## src/sv/assert_macros.svh

```systemverilog
// Assertion macros shared by the RTL
`ifndef ASSERT_MACROS_SVH
`define ASSERT_MACROS_SVH

// Property must hold at every clock edge outside reset
`define ASSERT_CLK(label, clk, rst, prop) \
  label: assert property (@(posedge clk) disable iff (rst) prop) \
    else $error("assertion failed");

// Condition must never be true outside reset
`define ASSERT_NEVER(label, clk, rst, cond) \
  `ASSERT_CLK(label, clk, rst, !(cond))

`endif

```

## src/sv/bzs_pkg.sv

```systemverilog
// Shared constants for the cubic Bezier subdivider
package bzs_pkg;

  localparam int NUM_PTS = 7;
  localparam int IDX_W = 3;
  localparam int T_IN_W = 16;
  localparam logic [IDX_W-1:0] FIRST_IDX = 3'd0;
  localparam logic [IDX_W-1:0] LAST_IDX = 3'd6;

endpackage

```

## src/sv/bzs_serializer.sv

```systemverilog
// Holds one subdivided curve and sends its seven points one word at a time
module bzs_serializer #(
  parameter int CW = 32
) (
  input  logic                          clk,
  input  logic                          rst,
  input  logic                          in_valid,
  output logic                          in_ready,
  input  logic signed [CW-1:0]          in_x [bzs_pkg::NUM_PTS],
  input  logic signed [CW-1:0]          in_y [bzs_pkg::NUM_PTS],
  output logic                          out_valid,
  input  logic                          out_ready,
  output logic [bzs_pkg::IDX_W-1:0]     out_index,
  output logic signed [CW-1:0]          out_x,
  output logic signed [CW-1:0]          out_y,
  output logic                          out_last
);

  import bzs_pkg::*;

  logic signed [CW-1:0] buf_x [NUM_PTS];
  logic signed [CW-1:0] buf_y [NUM_PTS];
  logic [IDX_W-1:0]     cnt;
  logic                 busy;
  logic                 load;

  assign out_last  = (cnt == LAST_IDX);
  assign in_ready  = !busy || (out_ready && out_last);
  assign load      = in_valid && in_ready;
  assign out_valid = busy;
  assign out_index = cnt;
  assign out_x     = buf_x[cnt];
  assign out_y     = buf_y[cnt];

  always_ff @(posedge clk) begin
    if (rst) begin
      busy <= 1'b0;
      cnt  <= FIRST_IDX;
    end else if (load) begin
      busy <= 1'b1;
      cnt  <= FIRST_IDX;
    end else if (busy && out_ready) begin
      if (out_last) begin
        busy <= 1'b0;
        cnt  <= FIRST_IDX;
      end else begin
        cnt <= cnt + 1'b1;
      end
    end
  end

  always_ff @(posedge clk) begin
    if (load) begin
      buf_x <= in_x;
      buf_y <= in_y;
    end
  end

endmodule

```

## config.mk

```make
export PLATFORM = sky130hd
export DESIGN_NAME = bzs_serializer
export DESIGN_NICKNAME = d
export VERILOG_FILES = /design/src/sv/assert_macros.svh /design/src/sv/bzs_pkg.sv /design/src/sv/bzs_serializer.sv
export SDC_FILE = /design/constraint.sdc
export NUM_CORES = 1
export LEC_CHECK = 0
export ABC_AREA = 1
export BUFFER_PORTS_ARGS = -buffer_cell sky130_fd_sc_hd__buf_2
export CAP_MARGIN = 20
export CORE_MARGIN = 2
export CORE_UTILIZATION = 35
export DETAILED_ROUTE_END_ITERATION = 8
export SYNTH_ARGS = -nofsm -noshare
export SYNTH_HDL_FRONTEND = slang
export SYNTH_SLANG_ARGS = --single-unit
export TNS_END_PERCENT = 20
```

## constraint.sdc

```tcl
create_clock -name clk -period 15 [get_ports clk]
set_input_delay 1.5 -clock clk [delete_from_list [all_inputs] [get_ports clk]]
set_output_delay 1.5 -clock clk [all_outputs]
set_load 0.01 [all_outputs]
```

**Word level (Yosys, flattened, before mapping)**

Index checks and enable logic that the tools add are counted.

- Register bits after elaboration: 452
- Bits in latches: 0
- Memory bits (writable): 0
- ROM bits: 0
- Input port bits: 452
- Word-level logic and storage cells: 39
- Memories kept: 0

- Add/subtract/negate cells: 1
- Multiply operators: 0
- Divide/modulo/power cells: 0
- $lt $le $gt $ge: 1
- Equality and inequality tests: 1
- Shift-type cells: 0
- Mux-type cells: 10
- Bitwise logic cells: 1
- Reduce and logical (&&, ||, !) cells: 9

Operators by type and width:

| kind | count |
|---|---|
| 32-bit binary-select mux with 3-bit select | 2 |
| 32-bit two-way mux | 4 |
| 4-bit greater-or-equal comparator, second input constant | 1 |
| 3-bit NOT with 4-bit output | 1 |
| 2-bit nonzero test | 2 |
| 3-bit by 1-bit adder with 3-bit output, second input constant | 1 |
| 3-bit == test, second input constant | 1 |
| 1-bit logical AND | 3 |
| 1-bit two-way mux | 3 |
| 3-bit two-way mux | 1 |
| 2-bit AND reduction | 1 |
| 2-bit OR reduction | 1 |
| 1-bit zero test | 1 |
| 1-bit logical OR | 1 |

**Depth between registers and ports, before layout**

- Word-level depth: 6
- Gate-level depth with buffers: 9
- Gate-level depth less buffers: 7

**Worst setup path before layout**

Ideal clock, no wire load.

- Path kind: input port to flip-flop
- Start point: input port out_ready
- End point: register buf_x[0] in the netlist's numbering (enable)
- Setup time: 0.797 ns
- Arrival time: 10.473 ns
- Data required time: 14.203 ns
- Slack: 3.731 ns
- Stages: 4
- Cell sequence: nand4_1 nand2_1 nand2_1 inv_1

- Word-level cells in the longest chain between the ends: 3

Ends and longest elaborated chain:

| what | line | source |
|---|---|---|
| from (decl) | bzs_serializer.sv:12 | `input logic out_ready,` |
| 1-bit logical AND | bzs_serializer.sv:28 | `assign in_ready = !busy \|\| (out_ready && out_last);` |
| 1-bit logical OR | bzs_serializer.sv:28 |  |
| named net in_ready | bzs_serializer.sv:8 | `output logic in_ready,` |
| 1-bit logical AND | bzs_serializer.sv:29 | `assign load = in_valid && in_ready;` |
| named net load | bzs_serializer.sv:25 | `logic load;` |
| to (signal assigned) | bzs_serializer.sv:54 | `buf_x <= in_x;` |
| to (decl) | bzs_serializer.sv:21 | `logic signed [CW-1:0] buf_x [NUM_PTS];` |

The timed path passes the listed nets, and every way through them passes these cells.
A chain may end at the register's enable or synchronous reset.

**Worst setup path in the final report**

- Start point: register cnt[0], in the netlist out_index[0]
- End point: output port out_y[24]

- Word-level cells in the longest chain between the ends: 4

Ends and longest elaborated chain:

| what | line | source |
|---|---|---|
| from (decl) | bzs_serializer.sv:23 | `logic [IDX_W-1:0] cnt;` |
| from (signal assigned) | bzs_serializer.sv:47 | `cnt <= cnt + 1'b1;` |
| 3-bit NOT with 4-bit output (not written as such) | bzs_serializer.sv:33 | `assign out_y = buf_y[cnt];` |
| 32-bit binary-select mux with 3-bit select | bzs_serializer.sv:33 |  |
| 32-bit two-way mux (not written as such) (2 in a row) | bzs_serializer.sv:33 |  |
| to (decl) | bzs_serializer.sv:15 | `output logic signed [CW-1:0] out_y,` |

Every way passes these cells. The select of a mux whose other input is x is not followed.

==> results.cfg <==
[grt]
grt_max_degree = 143
grtUsageMet3 = 0.0489
grt_pass1_wl_um = 76700
grt_overflow = 0
globalRoute.busiestLayer = met2
grt_use_met2 = 0.329
grt_use_met1 = 0.237
grt_usage = 0.192
grt_antenna_before_repair = 18
grt_pass1_vias = 12800

[worst_setup_path]
cp-startpoint = out_index[0]
crit_path_max_fanout = 65
crit_buf_inv = 4
reg2regPathDepth = 7
end_kind = output pin
max_stage_delay_ns = 0.73
path_depth = 9
cp_data_required_time_ns = 13.50
worstSetupEndpoint = out_y[24]
r2r-start = out_index[2]
r2r_slack_ns = 10.26
crit_type = register to output pin
slowest_stage = buf_4
worstPathArrival_ns = 3.58
startpoint_type = register
path_delay_family = buffers and inverters
crit_chain = buf_4 -> nor2_4 -> buf_4 -> buf_4 -> nand2_1 -> nand3_1 -> nand2_1 -> nand2_1 -> buf_2
r2r_end = buf_x[26]

[sta]
setup_viol = 0
relSlewSlack = 0.281
fmax_ghz = 0.197
min_period_ns = 5.08
fin_crit_sh = 0.339
rsz0062_at_grt = false
fin_skew_ns = 0.0128
tns_ns = 0
tightest_slew_ns = 1.08
hold_slack_ns = 0.566
timing.final.max_slew_violations = 0
hold_viol_final = 0

[placement]
port_buffers = 521
gp_congestion = 0.876
place_hpwl_um = 35000

[finish]
nets = 2459
drive_gt1_frac = 0.299
final_util = 0.446
area_delta_synth_final_pct = 26.4

[floorplanning]
core_um2 = 51000
fp.dieW_um = 231
dieArea_um2 = 53200
rows = 83
pin_count = 522
start_util = 0.352
fp.dieH_um = 231

[route]
firstDrtPassIters = 5
totalWireLength_um = 52600
drc_errors = 0
vias_per_cell = 4.73
drt_iter0_markers = 869
vias = 13000
wire_per_inst_um = 19.2
ant_nets = 0

[clock_tree]
cts_root_buf = clkbuf_16
postCtsSetupBuffers = 0
clkLatencyLatePin_ns = 0.57
htreeDepth = 2
cts_tree = done
cts_made_buffers = 50
cts_buffer_depth = 3
holdBufCountCts = 0
clock_sinks = 452
cts_resized = 0
clk_pin_slew_ns = 0.06

[run]
max_cap_viol_count = 0

[logic_synthesis]
syn_nets = 1952
synth.avg_cell_area_um2 = 12.0
synth_seq_cells = 452
synthCells = 1500
synth_area_um2 = 18000
synth_warnings = 0
yosysSeqAreaShare = 0.753
synth.distinct_cells = 17

[power_and_ir_drop]
vdd_ir_drop_max_v = 0.0000985
p_leak_nw = 9.45
powerDensity_nw_per_um2 = 128

[worst_hold_path]
holdPathStages = 2
holdCritPathClass = register to register

[status]
status = finished, final reports clean
==> final cells by class <==
cell class	instances	area [um^2]
diodes	11	27.5
clock buffers	58	1300
clock inverters	35	302
fillers	4793	28300
inverters	92	363
multi-input cells	877	3630
flip-flops and latches	452	13500
well taps	680	851
repair buffers	534	2710
==> power breakdown <==
| part | total [mW] | switching, mW | leakage, nW | internal (mW) |
|---|---|---|---|---|
| clock network | 1.21 | 0.500 | 0.788 | 0.707 |
| logic | 0.199 | 0.121 | 4.37 | 0.0779 |
| registers | 1.49 | 0.0177 | 4.30 | 1.47 |
| total | 2.90 | 0.639 | 9.45 | 2.26 |
==> tightest hold or removal path: cells and delay by family, from the launching register on <==
kind,cells,cell delay [ns]
AND/OR/NAND/NOR,1,0.11
AO/OA/AOI/OAI,1,0.07
flip-flops,1,0.34
==> cells in the mapped netlist <==
master	n	area share
inv_1	89	0.019
dfxtp_1	4	0.0045
buf_4	5	0.0021
clkbuf_1	30	0.0063
nand4_1	1	0.00035
nor2_1	90	0.019
buf_6	14	0.0088
clkinv_2	1	0.00028
nand3_1	85	0.024
nand2_1	525	0.11
edfxtp_1	448	0.75
buf_2	30	0.0084
a21oi_1	1	0.00028
nor2_4	1	0.00063
o21ai_1	74	0.021
o21ai_0	100	0.028
inv_4	2	0.00070
==> cell usage in the layout, fill, tap and decap left out, drive strengths merged <==
cell type,synthesis,final
clkinv,1,29
dfxtp,4,4
inv,91,92
buf,49,534
clkbuf,30,58
a21oi,1,1
clkinvlp,0,1
edfxtp,448,448
diode,0,11
nand3,85,85
nor2,91,91
nand2,525,525
o21ai,174,174
bufinv,0,5
nand4,1,1
==> registers in the layout, summed over array words and instances (netlist names) <==
signal,flops
buf_x,224
buf_y,224
out_index,3
out_valid,1
==> per-stage QoR <==
stage                     power (mW)  area, um^2  cells  worst slack [ns]
after global placement          1.71       21100   2635              9.95
after CTS                       2.93       22700   2728              9.77
after global routing            3.00       22700   2736              9.69
final                           2.90       22700   2739              9.92
after detailed placement        1.72       21100   2635              9.87
after floorplan                 1.63       18000   1500              3.73
==> worst min-delay path by stage <==
stage / from / to / slack (ns)
after floorplan: out_valid / out_valid / 0.59
after global placement: out_valid / out_valid / 0.56
after detailed placement: out_valid / out_valid / 0.56
after CTS: out_valid / out_valid / 0.57
after global routing: out_valid / out_valid / 0.62
final: out_valid / out_valid / 0.57
==> routing by layer <==
layer  wire length [um]  up-vias  part of all wire
li1                   -     6136                 -
met1              20300     6151              0.39
met2              26000      538              0.49
met3               4660      109             0.089
met4               1520       16             0.029
met5                108        -            0.0021
==> cell families (layout without fill, tap and decap cells) <==
family | Yosys count | after routing | synth area share
AO/OA/AOI/OAI | 175 | 175 | 0.0487
buffers and inverters | 171 | 719 | 0.0450
flip-flops | 452 | 452 | 0.753
other | 0 | 11 | 0
AND/OR/NAND/NOR | 702 | 702 | 0.153
Note: power is estimated with default switching activity, not from simulation.
