**config.mk**
```make
export PLATFORM = sky130hd
export DESIGN_NAME = bzs_lerp
export DESIGN_NICKNAME = d
export VERILOG_FILES = /design/src/sv/assert_macros.svh /design/src/sv/bzs_lerp.sv
export SDC_FILE = /design/constraint.sdc
export NUM_CORES = 1
export LEC_CHECK = 0
export BUFFER_PORTS_ARGS = -buffer_cell sky130_fd_sc_hd__buf_4
export CORE_ASPECT_RATIO = 1.1
export CORE_MARGIN = 4
export CORE_UTILIZATION = 65
export CTS_CLUSTER_SIZE = 10
export DETAILED_ROUTE_END_ITERATION = 12
export PLACE_DENSITY = 0.84
export SETUP_SLACK_MARGIN = 0.05
export SLEW_MARGIN = 10
export SYNTH_ARGS = -nofsm -noshare
export SYNTH_HDL_FRONTEND = slang
export SYNTH_SLANG_ARGS = --single-unit
export TNS_END_PERCENT = 10
```
**constraint.sdc**
```tcl
create_clock -name clk -period 16.8 [get_ports clk]
set_clock_uncertainty 0.05 [all_clocks]
set_input_delay 1.68 -clock clk [delete_from_list [all_inputs] [get_ports clk]]
set_output_delay 1.68 -clock clk [all_outputs]
set_load 0.02 [all_outputs]
```
**src/sv/assert_macros.svh**
```systemverilog
// Assertion macros shared by the RTL
`ifndef ASSERT_MACROS_SVH
`define ASSERT_MACROS_SVH

// Property must hold at every clock edge outside reset
`define ASSERT_CLK(label, clk, rst, prop) \
  label: assert property (@(posedge clk) disable iff (rst) prop) \
    else $error("assertion failed");

// Condition must never be true outside reset
`define ASSERT_NEVER(label, clk, rst, cond) \
  `ASSERT_CLK(label, clk, rst, !(cond))

`endif

```
**src/sv/bzs_lerp.sv**
```systemverilog
// Two-stage fixed-point lerp: a + ((t * (b - a)) >>> TW)
module bzs_lerp #(
  parameter int CW = 32,
  parameter int TW = 16
) (
  input  logic                 clk,
  input  logic                 en_mul,
  input  logic                 en_add,
  input  logic signed [CW-1:0] a,
  input  logic signed [CW-1:0] b,
  input  logic        [TW-1:0] t,
  output logic signed [CW-1:0] y
);

  localparam int PW = CW + TW + 2;

  logic signed [CW:0]   diff;
  logic signed [PW-1:0] prod_next;
  logic signed [PW-1:0] prod;
  logic signed [PW-1:0] shifted;
  logic signed [CW-1:0] a_q;

  assign diff = (CW+1)'(b) - (CW+1)'(a);
  assign prod_next = PW'(diff) * PW'($signed({1'b0, t}));
  assign shifted = prod >>> TW;

  always_ff @(posedge clk) begin
    if (en_mul) begin
      prod <= prod_next;
      a_q  <= a;
    end
    if (en_add) begin
      y <= a_q + CW'(shifted);
    end
  end

endmodule

```
* After elaboration in Yosys (flattened, before gate mapping)
Index checks and enable logic that the tools add are counted.
** Word-level totals
- Logic and storage cells :: 6
- Bits of input ports :: 83
- Register bits :: 112
** Cells by class
- Multipliers :: 1
- Add/sub/neg operators :: 2
** Operators with widths (count)
- $mul 33x17->48 :: 1
- $sub 32x32->33 :: 1
- $add 32x32->32 :: 1

* Depth between registers and ports, before layout
Gate-level depths: netlist of run 1.
- Depth in word-level cells :: 2
- Depth in mapped cells :: 35
- Depth with buffers taken out :: 34

* Worst setup path after synthesis of run 1
No wires, ideal clock.
- Path kind :: input to register
- Start point :: input port a[2]
- End point :: register prod[47], data pin
- Arrival :: 9199 ps
- Stages :: 31
- Slack :: 7291 ps
- Cells stage by stage :: inv_1 > ha_1 > nor2b_1 > o31a_1 > o2111a_1 > a211oi_2 > a21oi_2 > a21o_1 > a21oi_1 > xnor2_1 > buf_2 > nand2_1 > fa_1 > fa_1 > fa_1 > inv_1 > fa_1 > fa_1 > inv_1 > fa_1 > inv_1 > ha_1 > a211o_1 > a21oi_2 > nand2_1 > or3_1 > a211o_1 > a31oi_1 > o21ai_1 > a31oi_1 > xnor2_1
** On the way
- Word-level cells in the longest chain between the ends :: 2
** Ends and longest elaborated chain
- start, declared :: RTL line bzs_lerp.sv:9 : input logic signed [CW-1:0] a,
- $sub 32x32->33 :: RTL line bzs_lerp.sv:23 : assign diff = (CW+1)'(b) - (CW+1)'(a);
- $mul 33x17->48 :: RTL line bzs_lerp.sv:24 : assign prod_next = PW'(diff) * PW'($signed({1'b0, t}));
- via prod_next[47] :: RTL line bzs_lerp.sv:18 : logic signed [PW-1:0] prod_next;
- end signal, assigned :: RTL line bzs_lerp.sv:29 : prod <= prod_next;
- end, declared :: RTL line bzs_lerp.sv:19 : logic signed [PW-1:0] prod;
The timed path passes the listed nets, and every way through them passes these cells.
A chain may end at the register's enable or synchronous reset.

* Final worst setup path of run 1
- Start point :: input port a[0]
- End point :: register prod[47], data pin
Same word-level chain as after synthesis.

==> metrics, run 1 <==
Critical Path Source Type input pin; post-synth cell types 73; Crit. End Element flip-flop; antenna violations before repair 0; area of the die 41,000 µm²; largest net degree at the start of global routing 65; FMAX 0.0940 GHz; synth warn 0; core area 37,200 µm²; Total Routed Length 64,700 µm; port bufs 114; worst-margin pin slew about 1.3 ns; clock latency at the later pin of the worst-skew pair 0.34 ns; Synthesized Nets ~3,500; Seq/Total Area, Yosys a little under an eighth; vias in the first global route 21,100; die span in x 193 µm; Final Critical Period 10.64 ns; CP max stage delay 0.80 ns; Storage cell area between 2000 and 3000 µm²; Final Hold Viols 0; Slowest cell on crit path xnor2_2; CTS root buffer clkbuf_16; ranking of synthesized cells by area fa_1 40%, edfxtp_1 12%, inv_1 9.4%; Detailed Place HPWL 50,700 µm; average size of a mapped cell 9.08 µm²; Final Max Slew Viols 0; WL/cell 20.0 µm; final setup fails 0; Fin Hold WS 0.523 ns; post-CTS setup buffer count 0; CP max FO 16; Crit Path Class in -> reg; Most Frequent Cell on Critical Path fa_1; synthesized instance count 2,708; htree depth 3; via count 19,000; io pins about 120; DR pass1 iterations 5; period utilization 63.3%; via/cell ratio 5.88; top cells by count, synth 618 x inv_1, 491 x fa_1, 328 x nand2_1, 224 x and2_1, 175 x ha_1; CTS Hold Bufs 0; post-CTS resize count 0; run status finished, final reports clean; CP arrival 10.68 ns; Final Net Count 3,487; clk buf depth 2; Final ANT Viol Nets 0; total CTS buffers 9; worst hold path type reg -> reg; max cap viols 0; Die H 212 µm; Req. time, crit path 16.84 ns; grt total ovfl 0; Final Wtd Congestion 0.956; 1st-iter DRT viols 1,288; setup tns final 0 ns; CTS tree done; Synth top area share 40.0%; Max-slew headroom between 10% and 20%; FILL cells ~2,800; first-pass GRT wire length 106,000 µm; RSZ-0062 raised after global routing false; antenna cells 0; site row count 74; multi-input logic area 19,100 µm²; Seq cells post-synth 96; Area Growth Syn to Fin 6.64%; Yosys top cell by area fa_1; layout cells sized above 1 roughly 7%; clock slew at reported path FFs ~0.07 ns; GRT Overall Usage between 30% and 40%; number of synthesized flops with an enable pin 96; starting density of the core 66.1%; Synth async-reset ratio 0%; most frequent cell after synthesis inv_1; Num Clock Sinks 96; DRC 0; Cell Area, Synth around 25,000 µm²; ys flop type edfxtp_1
==> final timing paths <==
path | start | slack, ns | cells after the start | end
hold reg to reg | prod[16] | 0.52 | 1 | y[0]
setup / recovery | a[0] | 6.16 | 30 | prod[47]
setup reg to reg | a_q[0] | 13.07 | 11 | y[30]
hold / removal | prod[16] | 0.52 | 1 | y[0]
==> metal layers <==
layer	vias up	part of all wire [%]	global-route usage (%)	routed length [µm]
li1	8303	-	-	-
met1	9485	36	39.1	23500
met2	974	51	57.8	32700
met3	267	8.0	5.01	5200
met4	0	5.0	14.4	3250
met5	-	0	0	0
==> area by class of cell <==
type / count / area share [%]
clock buffer: 9 / 0.859
clock inverter: 7 / 0.248
inverter: 618 / 8.85
multi-input combinational: 1879 / 72.9
sequential: 96 / 11.0
tap: 494 / 2.36
timing repair buffer: 134 / 3.84
==> logic make-up (layout without fill, tap and decap cells) <==
group	after synthesis	count (layout)	synth area share, %
simple gates	815	815	16.5
flops	96	96	11.7
mux	1	1	0.0407
buf+inv	733	768	11.3
xor+xnor	91	91	3.24
compound gates	306	306	8.30
fa+ha+maj	666	666	48.9
==> stage by stage <==
step	worst slack (ns)	area (µm²)	instances	utilization, %
floorplan	7.29	24600	2708	-
global placement	6.17	25900	3221	69.7
detailed placement	5.92	25900	3221	69.7
CTS	6.26	26200	3237	70.4
global route	5.77	26200	3237	70.4
finish	6.16	26200	3237	70.4
==> critical path, delay by kind of cell <==
family	cells	cell delay [ns]
fa+ha+maj	9	4.01
compound gates	11	2.77
simple gates	4	1.02
xor+xnor	2	0.90
buf+inv	4	0.27
==> placed cells by master (no fill, tap or decap), types with 26 or more instances in the layout <==
cell	n
ha_1	175
a21o_1	28
a21oi_1	84
nor2b_1	62
buf_4	134
fa_1	491
nor2_1	65
nand3_1	51
edfxtp_1	96
nand2b_1	26
xnor2_1	50
inv_1	618
o21a_1	26
nand2_1	328
and2_1	224
o21ai_0	61
==> registers in the layout (all words and copies together), names as in the netlist <==
name and cells:
prod 32, a_q 32, y 32
Power of run 1 is left out: the tool's default activity adds up to more than one toggle a clock period on the data nets, which glitch-free logic cannot reach.
==> run 2: changes to the inputs <==
--- a/config.mk
+++ b/config.mk
@@ -8,10 +8,10 @@
 export BUFFER_PORTS_ARGS = -buffer_cell sky130_fd_sc_hd__buf_4
 export CORE_ASPECT_RATIO = 1.1
 export CORE_MARGIN = 4
-export CORE_UTILIZATION = 65
+export CORE_UTILIZATION = 59
 export CTS_CLUSTER_SIZE = 10
 export DETAILED_ROUTE_END_ITERATION = 12
-export PLACE_DENSITY = 0.84
+export PLACE_DENSITY = 0.8
 export SETUP_SLACK_MARGIN = 0.05
 export SLEW_MARGIN = 10
 export SYNTH_ARGS = -nofsm -noshare
==> constraint.sdc (replaced) <==
create_clock -name clk -period 9.6 [get_ports clk]
set_clock_uncertainty 0.05 [all_clocks]
set_input_delay 0.96 -clock clk [delete_from_list [all_inputs] [get_ports clk]]
set_output_delay 0.96 -clock clk [all_outputs]
set_load 0.02 [all_outputs]
==> metrics, run 2 (synthesis gave the netlist of run 1 again) <==
CP max FO 15 (-1); Num Clock Sinks 96 (unchanged); Final Hold Viols 0 (unchanged); CP arrival 9.24 ns (-1.44 ns); cell area after layout 26,500 µm² (+0.87%); RSZ-0062 raised after global routing true; Hold Path Depth 1 (unchanged); Placed Instances 3,315 (+2.9%); Final ANT Viol Nets 0 (unchanged); via count 19,100 (+0.50%); worst-margin pin slew 1.18 ns (-0.121 ns); Critical Path Source Type input pin; Crit Path Class in -> reg; via/cell ratio 5.74 (-2.3%); most common cell after layout, fill and taps aside inv_1; Fin Hold WS 0.521 ns (-0.00140 ns); antenna violations before repair 0 (unchanged); Total Routed Length 65,000 µm (+0.53%); 1st-iter DRT viols 1,285 (-0.23%); CTS root buffer clkbuf_16; RR Startpoint prod[16]; layout cells sized above 1 7.51% (+0.51 points); DP Area 26,100 µm² (+0.63%); area of the die 45,000 µm² (+9.8%); max cap viols 0 (unchanged); CP max stage delay 0.56 ns (-0.24 ns); DRC 0 (unchanged); r2r endpoint y[30]; FF-to-FF setup slack 5.93 ns (-7.14 ns); CTS Hold Bufs 0 (unchanged); WHS Endpoint y[0]; Final Net Count 3,516 (+0.83%); Area Growth Syn to Fin 7.57%; grt total ovfl 0 (unchanged); Non-Filler Instances 3,331 (+2.9%); final setup fails 0 (unchanged); Most Frequent Cell on Critical Path fa_1; largest net degree at the start of global routing 65 (unchanged); period utilization 95.8%; port bufs 114 (unchanged); FILL cells 3,349 (+20%); DR pass1 iterations 6 (+1); WL/cell 19.5 µm (-2.3%); worst hold path type reg -> reg; GRT Overall Usage 29.7% (-2.6 points); most frequent cells in the layout 618 x inv_1, 491 x fa_1, 328 x nand2_1; run status finished, final reports clean; core area 41,200 µm² (+11%); clock slew at reported path FFs 0.07 ns (about the same); io pins 115 (unchanged); Final Max Slew Viols 0 (unchanged); Final Wtd Congestion 0.925 (-3.2%); clock latency at the later pin of the worst-skew pair 0.35 ns (about the same); starting density of the core 59.7% (-6.4 points); Crit. End Element flip-flop; htree depth 3 (unchanged); Largest regs a_q (32), prod (32), y (32); Slowest cell on crit path fa_1; total CTS buffers 9 (unchanged); vias in the first global route 21,000 (-0.54%); die span in x 203 µm (+4.8%); Die H 222 µm (+4.8%); setup tns final 0 ns (unchanged); FMAX 0.109 GHz; worst hold start a_q[0]; crit path from a[2]; Max-slew headroom 20.9% (+8.1 points); site row count 78 (+5.4%); Final Critical Period just over 9 ns; Worst Reg-to-Reg Cells 11 (unchanged); antenna cells 0 (unchanged); clk buf depth 2 (unchanged); first-pass GRT wire length 106,000 µm (+0.27%); Detailed Place HPWL 51,300 µm (+1.3%); Req. time, crit path 9.64 ns (-7.20 ns); CTS tree done
run 2: final cells by class:
cell class              instances  area (µm²)  share of cell area [%]
multi-input cells            1879       19000                    71.9
flip-flops and latches         96        2880                    10.9
inverters                     618        2320                    8.77
repair buffers                163        1240                    4.67
well taps                     560         701                    2.65
clock buffers                  10         229                   0.866
clock inverters                 5        58.8                   0.222
run 2: critical path, delay by kind of cell:
family | cells | cell delay (ns)
AND/OR/NAND/NOR | 3 | 0.45
XOR/XNOR | 2 | 0.37
buffers and inverters | 7 | 0.79
AO/OA/AOI/OAI | 13 | 2.95
adder cells (fa/ha/maj) | 8 | 3.73
run 2: stage by stage:
step / utilization (%) / worst slack [ns]
floorplan: - / 0.811
global placement: 63.3 / -0.0569
detailed placement: 63.4 / -0.266
CTS: 64.1 / 0.327
global route: 64.2 / 0.0249
finish: 64.2 / 0.402
run 2: per-layer routing:
| metal | global-route usage [%] | share of wire (%) |
|---|---|---|
| met3 | 4.18 | 7.1 |
| met1 | 33.9 | 34 |
| met5 | 0 | 0 |
| met2 | 53.9 | 52 |
| met4 | 15.5 | 6.8 |
run 2: how the worst max path moves through the flow:
stage                    end  slack, ns
CTS                 prod[47]       0.33
global placement    prod[47]      -0.06
global route        prod[42]       0.02
floorplan           prod[47]       0.81
detailed placement  prod[47]      -0.27
finish              prod[47]       0.40
run 2: repair_timing:
item	CTS	global route
setup endpoints to repair	1	15
gates resized for setup	1	10
buffers inserted	0	1
Power of run 2 is left out for the same reason.
==> run 3: changes to the inputs <==
--- a/config.mk
+++ b/config.mk
@@ -11,7 +11,7 @@
 export CORE_UTILIZATION = 59
 export CTS_CLUSTER_SIZE = 10
 export DETAILED_ROUTE_END_ITERATION = 12
-export PLACE_DENSITY = 0.8
+export PLACE_DENSITY = 0.79
 export SETUP_SLACK_MARGIN = 0.05
 export SLEW_MARGIN = 10
 export SYNTH_ARGS = -nofsm -noshare
==> metrics, run 3 (synthesis gave the netlist of run 1 again) <==
DRC 0 (unchanged); Max-slew headroom 23.2% (+2.3 points); crit path from a[0]; antenna violations before repair 1 (+1); Critical Path Sink prod[46]; Crit Path Class in -> reg; vias in the first global route 21,400 (+2.1%); period utilization 96.3% (+0.48 points); clk buf depth 2 (unchanged); via count 19,000 (-0.78%); FILL cells 3,403 (+1.6%); RR Startpoint a_q[0]; Final Net Count 3,516 (unchanged); CP arrival 9.29 ns (+0.05 ns); starting density of the core 59.7% (unchanged); Die H 222 µm (unchanged); setup tns final 0 ns (unchanged); Largest regs a_q (32), prod (32), y (32); die span in x 203 µm (unchanged); core area 41,200 µm² (unchanged); FMAX 0.108 GHz (-0.50%); Final Critical Period 9.24 ns (+0.0460 ns); most common cell after layout, fill and taps aside inv_1; CTS root buffer clkbuf_16; Slowest cell on crit path fa_1; post-CTS setup buffer count 0 (unchanged); Critical Path Source Type input pin; grt total ovfl 0 (unchanged); Req. time, crit path 9.65 ns (about the same); Final Hold Viols 0 (unchanged); FF-to-FF setup slack 6.09 ns (+0.16 ns); most frequent cells in the layout 618 x inv_1, 491 x fa_1, 328 x nand2_1; first-pass GRT wire length 107,000 µm (+0.71%); Most Frequent Cell on Critical Path fa_1; RSZ-0062 raised after global routing true; io pins 115 (unchanged); worst hold path type reg -> reg; clock slew at reported path FFs 0.07 ns (about the same); Num Clock Sinks 96 (unchanged); max cap viols 0 (unchanged); worst-margin pin slew 1.15 ns (-0.0343 ns); Final Max Slew Viols 0 (unchanged); total CTS buffers 9 (unchanged); Final Wtd Congestion 0.921 (-0.50%); largest net degree at the start of global routing 65 (unchanged); Area Growth Syn to Fin 7.51% (about the same); run status finished, final reports clean; 1st-iter DRT viols 1,353 (+5.3%); final setup fails 0 (unchanged); GRT Overall Usage 29.7% (+0.053 points); DR pass1 iterations 8 (+2); clock latency at the later pin of the worst-skew pair 0.35 ns (about the same); Final ANT Viol Nets 0 (unchanged); r2r endpoint y[30]; CTS tree done; CP max stage delay 0.51 ns (-0.05 ns); site row count 78 (unchanged); Worst Reg-to-Reg Cells 11 (unchanged); antenna cells 0 (unchanged); htree depth 3 (unchanged); Detailed Place HPWL 50,500 µm (-1.6%); port bufs 114 (unchanged); area of the die 45,000 µm² (unchanged); Total Routed Length 64,500 µm (-0.79%); CP max FO 16 (+1); layout cells sized above 1 7.36% (-0.15 points); via/cell ratio 5.69 (-0.81%); Crit. End Element flip-flop; WL/cell 19.4 µm (-0.82%)
==> run 3: per-stage QoR <==
stage	worst slack, ns	hold slack (ns)	instances	utilization, %	cell area (µm²)
6_report	0.356	0.533	3332	64.2	26400
5_1_grt	0.0143	0.543	3332	64.2	26400
4_1_cts	0.345	0.529	3332	64.1	26400
3_5_place_dp	0.00530	0.501	3316	63.4	26100
3_3_place_gp	0.181	0.513	3316	63.4	26100
2_1_floorplan	0.811	0.463	2708	-	24600
==> run 3: worst min-delay path by stage <==
stage,from,end,slack [ns],cells past startpoint
global route,prod[16],y[0],0.54,1
CTS,prod[16],y[0],0.53,1
detailed placement,a_q[0],y[0],0.50,1
floorplan,a_q[0],y[0],0.46,1
global placement,prod[16],y[0],0.51,1
finish,prod[16],y[0],0.53,1
==> run 3: what timing repair did <==
| item | CTS | global route |
|---|---|---|
| endpoints found under the hold margin | 0 | 0 |
| hold buffers | 0 | 0 |
| resized for setup | 0 | 4 |
| endpoints found under the setup margin | 0 | 11 |
==> run 3: cell type report <==
cell class                      instances  area [µm²]  share of cell area, %
Timing Repair Buffer                  163        1250                   4.72
Inverter                              618        2320                   8.78
Clock buffer                            9         225                  0.852
Multi-Input combinational cell       1879       19000                   71.8
Tap cell                              560         701                   2.65
Clock inverter                          7        78.8                  0.298
Sequential cell                        96        2880                   10.9
==> run 3: worst max-delay path, delay by kind of cell <==
kind | cells | cell delay [ns]
fa+ha+maj | 9 | 3.98
compound gates | 11 | 2.60
simple gates | 4 | 0.75
buf+inv | 7 | 0.74
xor+xnor | 2 | 0.23
==> run 3: routing by layer <==
metal,share of wire (%),up-vias,wire (µm),GRT usage [%]
li1,-,8364,-,-
met1,35,9457,22500,34.4
met2,51,879,33000,53.6
met3,7.9,275,5070,4.11
met4,6.1,0,3950,15.4
met5,0,-,0,0
Power of run 3 is left out for the same reason.
